==> src/rtl/core/tce_pkg.sv <==
// Types and constants for the tile cull emitter.
// No dependencies; compile first.
package tce_pkg;

    // Configuration register indexes
    localparam logic [2:0] REG_CULL_ENABLE   = 3'd0;
    localparam logic [2:0] REG_VIEW_LEFT     = 3'd1;
    localparam logic [2:0] REG_VIEW_RIGHT    = 3'd2;
    localparam logic [2:0] REG_VIEW_BOTTOM   = 3'd3;
    localparam logic [2:0] REG_VIEW_TOP      = 3'd4;
    localparam logic [2:0] REG_TILE_SIZE     = 3'd5;
    localparam logic [2:0] REG_SHEET_COLUMNS = 3'd6;

    localparam int CFG_IDX_W  = 3;
    localparam int CFG_DATA_W = 24;

    // Record kinds
    localparam logic KIND_TILE = 1'b0;
    localparam logic KIND_STAT = 1'b1;

    localparam logic [10:0] TILE_SIZE_MAX = 11'd1024;
    localparam logic [8:0]  SHEET_COL_MAX = 9'd256;
    localparam logic [3:0]  DIV_STEPS     = 4'd15;

    typedef struct packed {
        logic [9:0]         cell_x;
        logic [9:0]         cell_y;
        logic signed [15:0] tile_id;
        logic               frame_end;
    } cell_t;

    typedef struct packed {
        logic        kind;
        logic [9:0]  tile_col;
        logic [9:0]  tile_row;
        logic [19:0] pos_x;
        logic [19:0] pos_y;
        logic [7:0]  sheet_col;
        logic [14:0] sheet_row;
        logic [20:0] total_count;
        logic [20:0] visible_count;
    } tile_t;

    // Controller to datapath
    typedef struct packed {
        logic load;
        logic mul;
        logic check;
        logic div_start;
        logic clr_counts;
        logic sel_stat;
    } cmd_t;

    // Datapath to controller
    typedef struct packed {
        logic visible;
        logic last;
        logic div_busy;
    } status_t;

endpackage

==> src/rtl/core/tce_if.sv <==
// Valid/ready stream interfaces for map cells and emitted records.
// Depends on tce_pkg for the payload types.
interface tce_cell_if import tce_pkg::*; ();
    logic  valid;
    logic  ready;
    cell_t payload;

    modport source (output valid, output payload, input ready);
    modport sink   (input valid, input payload, output ready);
endinterface

interface tce_tile_if import tce_pkg::*; ();
    logic  valid;
    logic  ready;
    tile_t payload;

    modport source (output valid, output payload, input ready);
    modport sink   (input valid, input payload, output ready);
endinterface

==> src/rtl/core/tce_div.sv <==
// Radix-2 restoring divider: 15-bit dividend by 9-bit divisor, one bit a cycle.
// Depends on tce_pkg for the step count.
module tce_div import tce_pkg::*;
(
    input  logic        clk,
    input  logic        rst_n,
    input  logic        start,
    input  logic [14:0] dividend,
    input  logic [8:0]  divisor,
    output logic        busy,
    output logic [14:0] quotient,
    output logic [8:0]  remainder
);

    logic [3:0]  cnt_reg, cnt_next;
    logic [8:0]  rem_reg, rem_next;
    logic [14:0] quo_reg, quo_next;
    logic [8:0]  dsr_reg, dsr_next;
    logic [9:0]  rem_sh;
    logic        ge;

    always_comb
    begin
        rem_sh   = {rem_reg, quo_reg[14]};
        ge       = rem_sh >= {1'b0, dsr_reg};
        cnt_next = cnt_reg;
        rem_next = rem_reg;
        quo_next = quo_reg;
        dsr_next = dsr_reg;
        if (start)
        begin
            cnt_next = DIV_STEPS;
            rem_next = '0;
            quo_next = dividend;
            dsr_next = divisor;
        end
        else if (cnt_reg != 4'd0)
        begin
            cnt_next = cnt_reg - 4'd1;
            // remainder stays below the divisor, so it fits 9 bits either way
            rem_next = ge ? 9'(rem_sh - {1'b0, dsr_reg}) : rem_sh[8:0];
            quo_next = {quo_reg[13:0], ge};
        end
    end

    always_ff @(posedge clk or negedge rst_n)
    begin
        if (!rst_n)
        begin
            cnt_reg <= '0;
        end
        else
        begin
            cnt_reg <= cnt_next;
        end
    end

    always_ff @(posedge clk)
    begin
        rem_reg <= rem_next;
        quo_reg <= quo_next;
        dsr_reg <= dsr_next;
    end

    assign busy      = cnt_reg != 4'd0;
    assign quotient  = quo_reg;
    assign remainder = rem_reg;

endmodule

==> src/rtl/core/tce_dpath.sv <==
// Datapath: configuration registers, cell capture, position multiply, window
// test, frame counters, tileset divider and record assembly. Uses tce_pkg, tce_div.
module tce_dpath import tce_pkg::*;
#(
    parameter int MAX_MAP_SIDE = 1024
)
(
    input  logic                  clk,
    input  logic                  rst_n,
    input  logic                  cfg_we,
    input  logic [CFG_IDX_W-1:0]  cfg_index,
    input  logic [CFG_DATA_W-1:0] cfg_data,
    input  cell_t                 cell_item,
    input  cmd_t                  cmd,
    output status_t               status,
    output tile_t                 record
);

    localparam longint MapCells = longint'(MAX_MAP_SIDE) * longint'(MAX_MAP_SIDE);
    localparam logic [20:0] CountLimit =
        (MapCells > 64'sd2097151) ? 21'h1FFFFF : 21'(MapCells);

    // Configuration
    logic               cull_reg;
    logic signed [23:0] left_reg, right_reg, bottom_reg, top_reg;
    logic [10:0]        size_reg;
    logic [8:0]         cols_reg;

    // Cell and working registers
    cell_t              cell_reg;
    logic [20:0]        px_reg, py_reg;
    logic [20:0]        total_reg, total_next;
    logic [20:0]        vis_reg, vis_next;

    logic [10:0]        size_eff;
    logic [8:0]         cols_eff;
    logic               nonempty;
    logic               in_x, in_y, visible;
    logic [20:0]        px_plus, py_plus;
    logic signed [21:0] px_minus, py_minus;
    logic signed [29:0] x_lo_edge, x_hi_edge, y_lo_edge, y_hi_edge;
    logic signed [29:0] left_ext, right_ext, bottom_ext, top_ext;
    logic [14:0]        quo;
    logic [8:0]         rem;
    logic               div_busy;

    always_ff @(posedge clk or negedge rst_n)
    begin
        if (!rst_n)
        begin
            cull_reg   <= 1'b0;
            left_reg   <= '0;
            right_reg  <= '0;
            bottom_reg <= '0;
            top_reg    <= '0;
            size_reg   <= 11'd16;
            cols_reg   <= 9'd16;
        end
        else if (cfg_we)
        begin
            case (cfg_index)
                REG_CULL_ENABLE:   cull_reg   <= cfg_data[0];
                REG_VIEW_LEFT:     left_reg   <= cfg_data;
                REG_VIEW_RIGHT:    right_reg  <= cfg_data;
                REG_VIEW_BOTTOM:   bottom_reg <= cfg_data;
                REG_VIEW_TOP:      top_reg    <= cfg_data;
                REG_TILE_SIZE:     size_reg   <= cfg_data[10:0];
                REG_SHEET_COLUMNS: cols_reg   <= cfg_data[8:0];
                default:           ;
            endcase
        end
    end

    assign size_eff = (size_reg > TILE_SIZE_MAX) ? TILE_SIZE_MAX : size_reg;
    assign cols_eff = (cols_reg == 9'd0) ? 9'd1 :
                      ((cols_reg > SHEET_COL_MAX) ? SHEET_COL_MAX : cols_reg);

    always_ff @(posedge clk)
    begin
        if (cmd.load)
        begin
            cell_reg <= cell_item;
        end
        if (cmd.mul)
        begin
            px_reg <= {11'd0, cell_reg.cell_x} * {10'd0, size_eff};
            py_reg <= {11'd0, cell_reg.cell_y} * {10'd0, size_eff};
        end
    end

    // Window test without division, with d = size*256:
    //   x >= floor(L/d)  <=>  L < (x+1)*d ;  x <= ceil(R/d)  <=>  R > (x-1)*d
    assign px_plus   = px_reg + 21'(size_eff);
    assign py_plus   = py_reg + 21'(size_eff);
    assign px_minus  = $signed({1'b0, px_reg}) - $signed({11'd0, size_eff});
    assign py_minus  = $signed({1'b0, py_reg}) - $signed({11'd0, size_eff});
    assign x_lo_edge = $signed({1'b0, px_plus, 8'h00});
    assign y_lo_edge = $signed({1'b0, py_plus, 8'h00});
    assign x_hi_edge = $signed({px_minus, 8'h00});
    assign y_hi_edge = $signed({py_minus, 8'h00});
    assign left_ext   = 30'(left_reg);
    assign right_ext  = 30'(right_reg);
    assign bottom_ext = 30'(bottom_reg);
    assign top_ext    = 30'(top_reg);

    assign in_x     = (left_ext < x_lo_edge) && (right_ext > x_hi_edge);
    assign in_y     = (bottom_ext < y_lo_edge) && (top_ext > y_hi_edge);
    assign nonempty = (size_eff != 11'd0) && !cell_reg.tile_id[15]
                      && (cell_reg.tile_id != 16'sd0);
    assign visible  = nonempty && (!cull_reg || (in_x && in_y));

    always_comb
    begin
        total_next = total_reg;
        vis_next   = vis_reg;
        if (cmd.clr_counts)
        begin
            total_next = '0;
            vis_next   = '0;
        end
        else if (cmd.check)
        begin
            if (nonempty && total_reg < CountLimit)
            begin
                total_next = total_reg + 21'd1;
            end
            if (visible && vis_reg < CountLimit)
            begin
                vis_next = vis_reg + 21'd1;
            end
        end
    end

    always_ff @(posedge clk or negedge rst_n)
    begin
        if (!rst_n)
        begin
            total_reg <= '0;
            vis_reg   <= '0;
        end
        else
        begin
            total_reg <= total_next;
            vis_reg   <= vis_next;
        end
    end

    tce_div u_div
    (
        .clk       (clk),
        .rst_n     (rst_n),
        .start     (cmd.div_start),
        .dividend  (15'(cell_reg.tile_id - 16'sd1)),
        .divisor   (cols_eff),
        .busy      (div_busy),
        .quotient  (quo),
        .remainder (rem)
    );

    assign status.visible  = visible;
    assign status.last     = cell_reg.frame_end;
    assign status.div_busy = div_busy;

    always_comb
    begin
        record = '0;
        if (cmd.sel_stat)
        begin
            record.kind          = KIND_STAT;
            record.total_count   = total_reg;
            record.visible_count = vis_reg;
        end
        else
        begin
            record.kind      = KIND_TILE;
            record.tile_col  = cell_reg.cell_x;
            record.tile_row  = cell_reg.cell_y;
            record.pos_x     = px_reg[19:0];
            record.pos_y     = py_reg[19:0];
            record.sheet_col = rem[7:0];
            record.sheet_row = quo;
        end
    end

endmodule

==> src/rtl/core/tce_ctrl.sv <==
// Controller state machine: sequences capture, multiply, test, divide and
// the two record kinds. Uses tce_pkg for command and status types.
module tce_ctrl import tce_pkg::*;
(
    input  logic    clk,
    input  logic    rst_n,
    input  logic    in_valid,
    output logic    in_ready,
    output logic    out_valid,
    input  logic    out_ready,
    input  status_t status,
    output cmd_t    cmd
);

    localparam logic [2:0] S_IDLE = 3'd0;
    localparam logic [2:0] S_MUL  = 3'd1;
    localparam logic [2:0] S_CHK  = 3'd2;
    localparam logic [2:0] S_DIV  = 3'd3;
    localparam logic [2:0] S_TILE = 3'd4;
    localparam logic [2:0] S_STAT = 3'd5;

    logic [2:0] state_reg, state_next;

    always_comb
    begin
        state_next = state_reg;
        cmd        = '0;
        in_ready   = 1'b0;
        out_valid  = 1'b0;
        case (state_reg)
            S_IDLE:
            begin
                in_ready = 1'b1;
                if (in_valid)
                begin
                    cmd.load   = 1'b1;
                    state_next = S_MUL;
                end
            end
            S_MUL:
            begin
                cmd.mul    = 1'b1;
                state_next = S_CHK;
            end
            S_CHK:
            begin
                cmd.check = 1'b1;
                if (status.visible)
                begin
                    cmd.div_start = 1'b1;
                    state_next    = S_DIV;
                end
                else if (status.last)
                begin
                    state_next = S_STAT;
                end
                else
                begin
                    state_next = S_IDLE;
                end
            end
            S_DIV:
            begin
                if (!status.div_busy)
                begin
                    state_next = S_TILE;
                end
            end
            S_TILE:
            begin
                out_valid = 1'b1;
                if (out_ready)
                begin
                    state_next = status.last ? S_STAT : S_IDLE;
                end
            end
            S_STAT:
            begin
                out_valid    = 1'b1;
                cmd.sel_stat = 1'b1;
                if (out_ready)
                begin
                    // drop the counts once the statistics transaction completes
                    cmd.clr_counts = 1'b1;
                    state_next     = S_IDLE;
                end
            end
            default:
            begin
                state_next = S_IDLE;
            end
        endcase
    end

    always_ff @(posedge clk or negedge rst_n)
    begin
        if (!rst_n)
        begin
            state_reg <= S_IDLE;
        end
        else
        begin
            state_reg <= state_next;
        end
    end

endmodule

==> src/rtl/core/tilemap_cull_tile_emitter.sv <==
// Top level of the tile cull emitter: controller plus datapath.
// Depends on tce_pkg, tce_if, tce_ctrl, tce_dpath (and tce_div below it).
//
//   port      | dir | payload | role
//   ----------+-----+---------+-----------------------------------------
//   cell_in   | in  | cell_t  | map cells in row-major order
//   tile_out  | out | tile_t  | tile records and end-of-frame statistics
//   cfg_*     | in  | 24 bit  | register writes, index 0..6
//
// A cell is taken only in the idle state. A hidden or empty cell passes capture,
// multiply and window test; a visible cell then waits in the divide state for the
// bit-serial divider to finish its 15 quotient steps, then presents the tile record.
// The frame-end cell then adds a statistics record. Stalls on tile_out hold the record
// and the block. Reset clears the counters and loads register defaults.
module tilemap_cull_tile_emitter import tce_pkg::*;
#(
    parameter int MAX_MAP_SIDE = 1024
)
(
    input  logic                  clk,
    input  logic                  rst_n,
    input  logic                  cfg_we,
    input  logic [CFG_IDX_W-1:0]  cfg_index,
    input  logic [CFG_DATA_W-1:0] cfg_data,
    tce_cell_if.sink              cell_in,
    tce_tile_if.source            tile_out
);

    cmd_t    cmd;
    status_t status;

    tce_ctrl u_ctrl
    (
        .clk       (clk),
        .rst_n     (rst_n),
        .in_valid  (cell_in.valid),
        .in_ready  (cell_in.ready),
        .out_valid (tile_out.valid),
        .out_ready (tile_out.ready),
        .status    (status),
        .cmd       (cmd)
    );

    tce_dpath #(
        .MAX_MAP_SIDE (MAX_MAP_SIDE)
    ) u_dpath
    (
        .clk       (clk),
        .rst_n     (rst_n),
        .cfg_we    (cfg_we),
        .cfg_index (cfg_index),
        .cfg_data  (cfg_data),
        .cell_item (cell_in.payload),
        .cmd       (cmd),
        .status    (status),
        .record    (tile_out.payload)
    );

endmodule

==> src/flat_wrapper.sv <==
// flat-port wrapper written by rule: the top's interface ports become plain ports
module tilemap_cull_tile_emitter_flat import tce_pkg::*;
#(
    parameter int MAX_MAP_SIDE = 1024
)
  (clk, rst_n, cfg_we, cfg_index, cfg_data, cell_in_valid, cell_in_payload, cell_in_ready, tile_out_valid, tile_out_payload, tile_out_ready);
  tce_cell_if cell_in_i ();
  tce_tile_if tile_out_i ();
  input  logic clk;
  input  logic rst_n;
  input  logic cfg_we;
  input  logic [CFG_IDX_W-1:0] cfg_index;
  input  logic [CFG_DATA_W-1:0] cfg_data;
  input wire logic [$bits(cell_in_i.valid)-1:0] cell_in_valid;
  input wire logic [$bits(cell_in_i.payload)-1:0] cell_in_payload;
  output wire logic [$bits(cell_in_i.ready)-1:0] cell_in_ready;
  output wire logic [$bits(tile_out_i.valid)-1:0] tile_out_valid;
  output wire logic [$bits(tile_out_i.payload)-1:0] tile_out_payload;
  input wire logic [$bits(tile_out_i.ready)-1:0] tile_out_ready;
  assign cell_in_i.valid = cell_in_valid;
  assign cell_in_i.payload = cell_in_payload;
  assign cell_in_ready = cell_in_i.ready;
  assign tile_out_valid = tile_out_i.valid;
  assign tile_out_payload = tile_out_i.payload;
  assign tile_out_i.ready = tile_out_ready;
  tilemap_cull_tile_emitter #(.MAX_MAP_SIDE(MAX_MAP_SIDE)) u_core (.clk(clk), .rst_n(rst_n), .cfg_we(cfg_we), .cfg_index(cfg_index), .cfg_data(cfg_data), .cell_in(cell_in_i), .tile_out(tile_out_i));
endmodule
==> config.mk <==
export PLATFORM = sky130hd
export DESIGN_NAME = tilemap_cull_tile_emitter_flat
export DESIGN_NICKNAME = d
export VERILOG_FILES = /design/src/rtl/core/tce_pkg.sv /design/src/rtl/core/tce_if.sv /design/src/rtl/core/tce_div.sv /design/src/rtl/core/tce_dpath.sv /design/src/rtl/core/tce_ctrl.sv /design/src/rtl/core/tilemap_cull_tile_emitter.sv /design/src/flat_wrapper.sv
export SDC_FILE = /design/constraint.sdc
export NUM_CORES = 1
export LEC_CHECK = 0
export BUFFER_PORTS_ARGS = -buffer_cell sky130_fd_sc_hd__buf_2
export CAP_MARGIN = 20
export CORE_ASPECT_RATIO = 0.9
export CORE_MARGIN = 10
export CORE_UTILIZATION = 60
export DETAILED_ROUTE_END_ITERATION = 8
export PLACE_DENSITY = 0.86
export SLEW_MARGIN = 5
export SYNTH_ARGS = -nofsm -noshare
export SYNTH_HDL_FRONTEND = slang
export SYNTH_HIERARCHICAL = 1
export SYNTH_SLANG_ARGS = --single-unit
==> constraint.sdc <==
create_clock -name clk -period 13.5 [get_ports clk]
set_clock_uncertainty 0.05 [all_clocks]
set_input_delay 0.675 -clock clk [delete_from_list [all_inputs] [get_ports clk]]
set_output_delay 0.675 -clock clk [all_outputs]
set_load 0.05 [all_outputs]
==> results.txt, run 1 <==
- TritonCTS clock tree: yes
- Vias in the first global route: 18796
- Proportion of synthesized chip area in sequential cells: 30.26%
- The count of buffers added on input and output ports is 196.
* Utilization after layout: 66.65%
* Total Die Area: 46990 um^2
- Gates resized during post-CTS repair numbered 0.
* DRC marker count from the first detailed-route iteration: 1468
* Number of placement rows: 68
- Kind of critical path: register to register
- By area the synthesized netlist is led by dfrtp_1, ha_1, edfxtp_1.
- At the end of routability-driven placement, the weighted congestion stood at 0.9544.
* Initial antenna violation count: 4
- In this run the static leakage power is 11.99 nW.
- From bottom edge to top edge, the die measures 206.7 um.
- The first global-routing pass estimated 98460 um of wire.
* Synth Flop Type: dfrtp_1
- The biggest area contributor in the post-synthesis netlist is dfrtp_1.
- Of the cells placed in the final design, the portion with a size suffix greater than 1 is 16.65%.
* All-Layer GR Usage: 26.12%
- Peak clock frequency supported by timing: 127.8 MHz
- The routed design could run at a clock period as short as 7826 ps.
- Required time of the critical path: 13670 ps
- Setup slack closes at 5674 ps.
* DRC violation count after routing: 0
- Run status: finished clean
- After clock tree synthesis, the setup repair step added 0 buffers.
- Post-synth net total: 2817
- Max transition margin: 33.82%
* Final ANT Viol Nets: 0
* Max Fanout on Critical Path: 34
* Power Dens Cells: 269.8 nW/um^2
- Summed over all nets, wire length on met2 after detailed routing comes to 28620 um.
* Aggregate negative setup slack: 0 ps
- Unrepaired setup endpoints after global routing: false
* Part of the cycle the worst path needs: 57.97%
- The synthesized netlist occupies a cell area of 23230 um^2.
* Met1 wire length: 25160 um
- Category of the worst setup path capture point: register
- Via-per-instance ratio: 5.961
- Clock sinks: 262
- Total via count after detailed routing: 17936
- After detailed routing, no signal wire sits above met4.
- Across the run, the number of max-cap violations was 0.
- Counting flops with an async set or reset pin after synthesis yields a share of 57.25%.
* Syn. warnings: 6
- Clock edge transition at the registers on the reported setup and hold paths: 60 ps
- In the layout the commonest cells are ha_1, inv_1, nand2_1.
- Yosys mapped the design onto 89 distinct sky130hd cell types.
- After synthesis, the mean cell area works out to 9.872 um^2.
* Layout fillers: 2868
* Max reg flops: 36
- Overall die width: 227.4 um
- IR analysis of the VDD net gives a maximum drop of 167.5 uV.
- During I/O placement, the number of pins put on the boundary was 197.
* CP Data Arrival Time: 7990 ps
- Entering global routing, the biggest net connects 84 pins.
- Number of buffers added by the clock tree synthesis step: 29
* Total Routed Length: 61130 um
* Insertion delay of the later-clocked pin in the worst-skew pair: 590 ps
- In this run the number of H-tree levels came out at 1.
* # nets final: 2957
- In this run, synthesis produced a sequential element count of 262.
* Initial standard-cell utilization of the core: 60.67%
* Total half-perimeter wirelength after legalization and detailed placement: 46590 um
- Actual transition at the worst max-transition pin: 986.8 ps
* Root Buffer Master: clkbuf_16
- Summed over all layers, the global routing overflow is 0.
- Before antenna repair, the detailed router went through 6 iterations.
- Gate count after technology mapping: 2353
- Max-slew violation count: 0
* EDFF count, synth: 103
- Area share of the largest cell type after synthesis: 15.94%
* Overall power after layout: 6.885 mW
* Routed WL per cell: 20.32 um
- Setup violations remaining at the end of the flow were counted as 0.
- Number of hold buffers added after CTS: 0
- Leaving out fill and tap cells, the most frequent cell in the layout is ha_1.
- Final std cells w/o fill: 3009
* Place WS: 5855 ps
* Startpoint type of the worst setup path: register
- Number of cells in the design after placement: 2951
- The worst hold path belongs to the class input port to asynchronous set/reset pin.
- Compared with the post-synthesis result, the final layout area differs by 9.852%.
- In the detailed route, the total length drawn on met3 is 5126 um.
- Hold violation count in the final report: 0
- Largest buffer count on any clock path: 3
* Placeable core region: 38290 um^2
==> metal layers <==
| metal | vias to the layer above | track usage (%) |
|---|---|---|
| li1 | 8257 | - |
| met1 | 8762 | 33.68 |
| met2 | 782 | 43.19 |
| met3 | 135 | 4.760 |
| met4 | 0 | 10.04 |
| met5 | - | 0 |
==> final cells by class <==
| type | count | area (um^2) | share of cell area, % |
|---|---|---|---|
| Tap cell | 490 | 613.1 | 2.403 |
| Timing Repair Buffer | 218 | 1156 | 4.531 |
| Clock inverter | 13 | 143.9 | 0.5639 |
| Clock buffer | 41 | 814.5 | 3.192 |
| Multi-Input combinational cell | 1772 | 14960 | 58.64 |
| Inverter | 210 | 788.3 | 3.089 |
| Sequential cell | 262 | 7029 | 27.55 |
| Antenna cell | 3 | 7.507 | 0.02942 |
==> path summary, 6_finish.rpt <==
| kind | cells after the start | startpoint | endpoint | slack [ps] |
|---|---|---|---|---|
| max | 25 | u_core/u_dpath/size_reg[10] | u_core/u_dpath/u_div/quotient[1] | 5670 |
| max reg2reg | 25 | u_core/u_dpath/size_reg[10] | u_core/u_dpath/u_div/quotient[1] | 5670 |
| min in group clk | 1 | cell_in_payload[9] | u_core/u_dpath/cell_reg[9] | 210 |
| max in group asynchronous | 2 | rst_n | u_core/u_dpath/size_reg[5] | 11930 |
| min | 1 | rst_n | u_core/u_dpath/total_reg[13] | 90 |
| min reg2reg | 1 | u_core/u_dpath/bottom_reg[18] | u_core/u_dpath/bottom_reg[18] | 460 |
==> metrics by stage <==
step / hold WS, ps / instance area [um^2]
floorplan: 329.4 / 23230
global placement: 433.0 / 24540
detailed placement: 449.3 / 24540
CTS: 120.3 / 25500
global route: 153.9 / 25510
finish: 93.29 / 25520
==> report_power, final <==
group / internal, mW / switching [mW]
registers: 1.20 / 0.317
clock network: 0.462 / 0.339
logic: 1.77 / 2.80
==> critical path, stage by stage (launching register included) <==
cell,delay [ps]
dfrtp_1,360
buf_4,390
nor2b_1,100
buf_4,240
ha_1,380
inv_1,60
a21oi_1,250
o21bai_1,100
a21oi_1,230
o21bai_1,130
a211oi_1,270
nor3_1,110
o21ba_2,300
or3_1,370
ha_1,340
nand4_1,150
or4_4,520
o211ai_2,200
mux2i_1,90
a211o_1,350
o41ai_1,770
and3_1,370
and2_1,150
buf_4,360
inv_1,270
nand2_1,540
==> cells in the mapped netlist (5+ instances only) <==
cell type and instances:
ha_1 250, inv_1 208, nand2_1 203, and2_1 150
dfrtp_1 148, fa_1 145, nor2_1 128, nor2b_1 115
mux2_2 114, edfxtp_1 103, a21oi_1 91, xnor2_1 85
clkbuf_1 84, o21ai_0 59, xor2_1 59, nor3_1 42
nand3_1 34, nand4_1 20, a21o_1 19, nor4_1 19
and3_1 18, or3_1 16, o21bai_1 14, a211oi_1 13
nand2b_1 13, buf_2 12, mux2i_1 11, o211ai_1 10
or4_1 10, dfxtp_1 9, o31ai_1 9, o21a_1 8
o41ai_1 8, a31oi_1 7, o2111ai_1 7, o21ba_2 6
a211o_1 5, and4_1 5, buf_4 5, nand3b_1 5
or2_2 5
==> cells by family after synthesis <==
group                    count (synthesis)  synth area share [%]
AO/OA/AOI/OAI                          295                 8.365
XOR/XNOR                               144                 5.430
adder cells (fa/ha/maj)                395                 25.96
buffers and inverters                  319                 5.419
flip-flops                             262                 30.26
multiplexers                           129                 6.211
AND/OR/NAND/NOR                        809                 18.35
Note: power is estimated with default switching activity, not from simulation.
==> run 2: changes to the inputs <==
--- a/config.mk
+++ b/config.mk
@@ -5,6 +5,7 @@
 export SDC_FILE = /design/constraint.sdc
 export NUM_CORES = 1
 export LEC_CHECK = 0
+export ABC_AREA = 1
 export BUFFER_PORTS_ARGS = -buffer_cell sky130_fd_sc_hd__buf_2
 export CAP_MARGIN = 20
 export CORE_ASPECT_RATIO = 0.9
==> constraint.sdc (replaced) <==
create_clock -name clk -period 7.45 [get_ports clk]
set_clock_uncertainty 0.05 [all_clocks]
set_input_delay 0.3725 -clock clk [delete_from_list [all_inputs] [get_ports clk]]
set_output_delay 0.3725 -clock clk [all_outputs]
set_load 0.05 [all_outputs]
==> run 2 against run 1 <==
Via count up 20%. Synthesized cell count up 32%. Total power rose by 68%. Core utilization up 1.2 points. Clock power increased by 79%. Die area is 4.0% higher. Global-route usage rose by 1.0 points. Count of clock-buffer cells in the layout increased by 1. Flip-flop and latch count unchanged. Critical path type unchanged. Critical endpoint is now u_core/u_dpath/u_div/remainder[3]. Highest routed layer unchanged.
==> results.txt, run 2 <==
- The synthesized design spends more area on one cell type than any other, namely dfrtp_1.
- The post-detailed-route DRC marker count is 0 (unchanged).
- The number of max-cap violations is 0 (unchanged).
* Number of cells in the design after placement: 3746 (+27%)
* IO Count: 197 (unchanged)
- The count of buffer and inverter cells on the critical path is 4 (-1).
- The number of optimization iterations in the first detailed-route pass is 7 (+1).
- The fraction of synthesis flops using an asynchronous set or reset pin was 57.25% (unchanged).
- The number of antenna violations at the first check in global routing is 0 (-4).
- The sequential power share is 22.4% (+0.4 points).
* Syn. warnings: 6 (unchanged)
- Layout Cell Area excl Fill: 26960 um^2 (+5.6%)
- Area growth from synthesis to layout: 11.13%
* Number of buffers added by the clock tree synthesis step: 29 (unchanged)
* Post-synth cell types: 58 (-35%)
- The site row count came to 69 (+1.5%).
- The post-CTS setup repair buffer count came to 0 (unchanged).
* Run status: finished clean
- The effective utilization at floorplan came to 61.08% (+0.41 points).
* Max-slew violation count: 0 (unchanged)
- Unrepaired setup endpoints after global routing: false
* Clock group share of total power: 12.4% (+0.8 points)
* Placeable core region: 39710 um^2 (+3.7%)
- Gate count after technology mapping: 3102 (+32%)
* Most instantiated library cell after synthesis: nand2_1
- Hold crit path type: input port to register
- The maximum fanout along the worst path was 16 (-53%).
* Total Die Area: 48880 um^2 (+4.0%)
- The area fraction of the dominant cell type after synthesis was 15.27% (-0.68 points).
* Hold violation count in the final report: 0 (unchanged)
- The time the worst path needs with I/O delays and setup came to 6938 ps (-887.9 ps).
- The net count of the finished layout came to 3749 (+27%).
- Part of the cycle the worst path needs: 93.13% (+35 points)
- Clock edge transition at the registers on the reported setup and hold paths: 60 ps (about the same)
- The mean instance size in the synthesized netlist is 7.820 um^2 (-21%).
- Required time of the critical path: 7930 ps (-5740 ps)
- The die boundary height was 210.8 um (+2.0%).
- Leaving out fill and tap cells, the most frequent cells in the layout are nand2_1, inv_1, nor2_1.
- Via-per-instance ratio: 5.606 (-6.0%)
* Worst vdd rail ir drop: 362.1 uV (+120%)
- H-tree depth: 1 (unchanged)
- TritonCTS clock tree: yes
* Total via count after detailed routing: 21537 (+20%)
* Largest stage delay on the critical path: 870 ps (+100 ps)
- The share of power burned in combinational logic came to 65.2% (-1.1 points).
- Largest buffer count on any clock path: 3 (unchanged)
- CP top delay family: compound AO/OA/AOI/OAI gates
- Overall die width: 232.0 um (+2.0%)
- Wire length of the first global-routing pass: 108000 um (+9.7%)
* Peak clock frequency supported by timing: 144.1 MHz (+13%)
* Final ANT Viol Nets: 0 (unchanged)
- The sum of negative setup slack is 0 ps (unchanged).
- Met1 wire length: 26550 um (+5.5%)
* Post-synth net total: 3566 (+27%)
* Met2 routed WL: 31410 um (+9.7%)
* Amount of wire on met3 after detailed routing: 6940 um (+35%)
* Actual transition at the worst max-transition pin: 1070 ps (+82.79 ps)
* Final std cells w/o fill: 3842 (+28%)
* Proportion of total power due to net switching: 53.03% (+2.9 points)
- The arrival time at the worst endpoint was 7420 ps (-570 ps).
- The sink count of the clock tree was 262 (unchanged).
- The clock latency reported for the late side of the worst-skew pair is 590 ps (about the same).
* Max transition margin: 28.36% (-5.5 points)
* EDFF count, synth: 103 (unchanged)
- The routed wire length is 67400 um (+10%).
* Commonest cells in the synthesized netlist: nand2_1, inv_1, nor2_1, ha_1, o21ai_0
- The area of the multi-input gates came to 14740 um^2 (-1.5%).
- The routability congestion estimate came to 0.9668 (+1.3%).
- The count of port buffers added during placement came to 196 (unchanged).
- Power Dens Cells: 427.9 nW/um^2 (+59%)
- The overall global routing resource usage was 27.11% (+1.0 points).
- The largest net degree at the start of global routing is 89 (+6.0%).
* Standby leakage power: 14.69 nW (+22%)
- The detailed-route wire length per cell came to 17.54 um (-14%).
- Dominant cell type by count on the critical path: nand2_1
* Largest cells by area after synthesis: dfrtp_1, ha_1, edfxtp_1
* DRC marker count from the first detailed-route iteration: 2764 (+88%)
* Layout fillers: 3151 (+9.9%)
- The post-detailed-placement half-perimeter wirelength is 49570 um (+6.4%).
- Vias in the first global route: 20992 (+12%)
* Cell Area, Synth: 24260 um^2 (+4.4%)
* Fraction of layout cells with a size suffix above 1: 9.825% (-6.8 points)
- The internal power of the cells was 5.419 mW (+58%).
* Synth Flop Type: dfrtp_1
- The post-synthesis sequential area ratio was 28.98% (-1.3 points).
- Category of the worst setup path capture point: register
* Most common library cell in the layout ignoring fill and taps: nand2_1
- Overflow left after global routing: 0 (unchanged)
- Endpoints failing setup: 0 (unchanged)
- Register bit count reported by yosys: 262 (unchanged)
- Max reg flops: 36 (unchanged)
* Kind of critical path: register to register
- Root Buffer Master: clkbuf_16
- Net switching power: 6.117 mW (+77%)
- The placed instance area was 25590 um^2 (+4.3%).
- The detailed router used layers up to and including met4.
- Startpoint type of the worst setup path: register
- The slowest stage of the critical path belongs to the cell a31oi_1.
- The register cell area after layout came to 7029 um^2 (unchanged).
run 2: kinds of logic (layout without fill, tap and decap cells):
| family | Yosys count | count (layout) | synth area share [%] |
|---|---|---|---|
| AND/OR/NAND/NOR | 1320 | 1320 | 22.77 |
| AO/OA/AOI/OAI | 330 | 330 | 7.572 |
| buffers and inverters | 643 | 849 | 10.33 |
| XOR/XNOR | 152 | 152 | 5.488 |
| other | 0 | 2 | 0 |
| flip-flops | 262 | 262 | 28.98 |
| adder cells (fa/ha/maj) | 395 | 395 | 24.86 |
run 2: path summary, 6_finish.rpt:
kind	slack (ps)	start	cells after the start	to
setup / recovery	510	u_core/u_dpath/size_reg[9]	30	u_core/u_dpath/u_div/remainder[3]
hold / removal	90	tile_out_ready	4	u_core/u_ctrl/state_reg[2]
setup reg to reg	510	u_core/u_dpath/size_reg[9]	30	u_core/u_dpath/u_div/remainder[3]
hold reg to reg	430	u_core/u_dpath/u_div/cnt_reg[0]	1	u_core/u_dpath/u_div/cnt_reg[0]
max in group asynchronous	5820	rst_n	4	u_core/u_dpath/cols_reg[4]
min in group asynchronous	310	rst_n	2	u_core/u_dpath/cols_reg[7]
run 2: layout make-up:
type / count / area share (%)
Multi-Input combinational cell: 2197 / 54.66
Inverter: 540 / 7.542
Sequential cell: 262 / 26.08
Clock inverter: 12 / 0.3203
Timing Repair Buffer: 255 / 5.760
Tap cell: 532 / 2.469
Antenna cell: 2 / 0.01857
Clock buffer: 42 / 3.152
run 2: power groups by stage:
stage	Clock (mW)	Combinational [mW]	Sequential [mW]
finish	1.43	7.52	2.59
CTS	1.44	7.43	2.56
global placement	0	7.12	2.57
detailed placement	0	7.33	2.58
floorplan	0	5.73	2.37
global route	1.51	8.43	2.63
run 2: what timing repair did:
action                                 in CTS  in global routing
gates resized for setup                     0                  1
setup endpoints to repair                   0                  2
hold buffers                               38                  0
endpoints found under the hold margin      99                  0
run 2: per-stage QoR:
| stage | total power, mW | hold WS, ps | worst slack (ps) | util [%] |
|---|---|---|---|---|
| 5_1_grt | 12.57 | 87.44 | 11.15 | 67.87 |
| 3_5_place_dp | 9.906 | 350.6 | 700.7 | 64.44 |
| 4_1_cts | 11.43 | 52.03 | 618.5 | 67.75 |
| 2_1_floorplan | 8.103 | 26.91 | 1452 | - |
| 3_3_place_gp | 9.692 | 352.0 | 932.4 | 64.44 |
| 6_report | 11.54 | 85.69 | 511.5 | 67.88 |
run 2: worst min-delay path: cells and delay by family:
family / cells / cell delay (ps)
buffers and inverters: 2 / 130
and+or+nand+nor: 1 / 80
AOI/OAI and AO/OA: 1 / 80
run 2: per-layer routing:
layer  global-route usage, %  vias up
met4                   9.390        0
li1                        -    10142
met5                       0        -
met2                   44.79     1170
met1                   34.97    10043
met3                   5.371      182
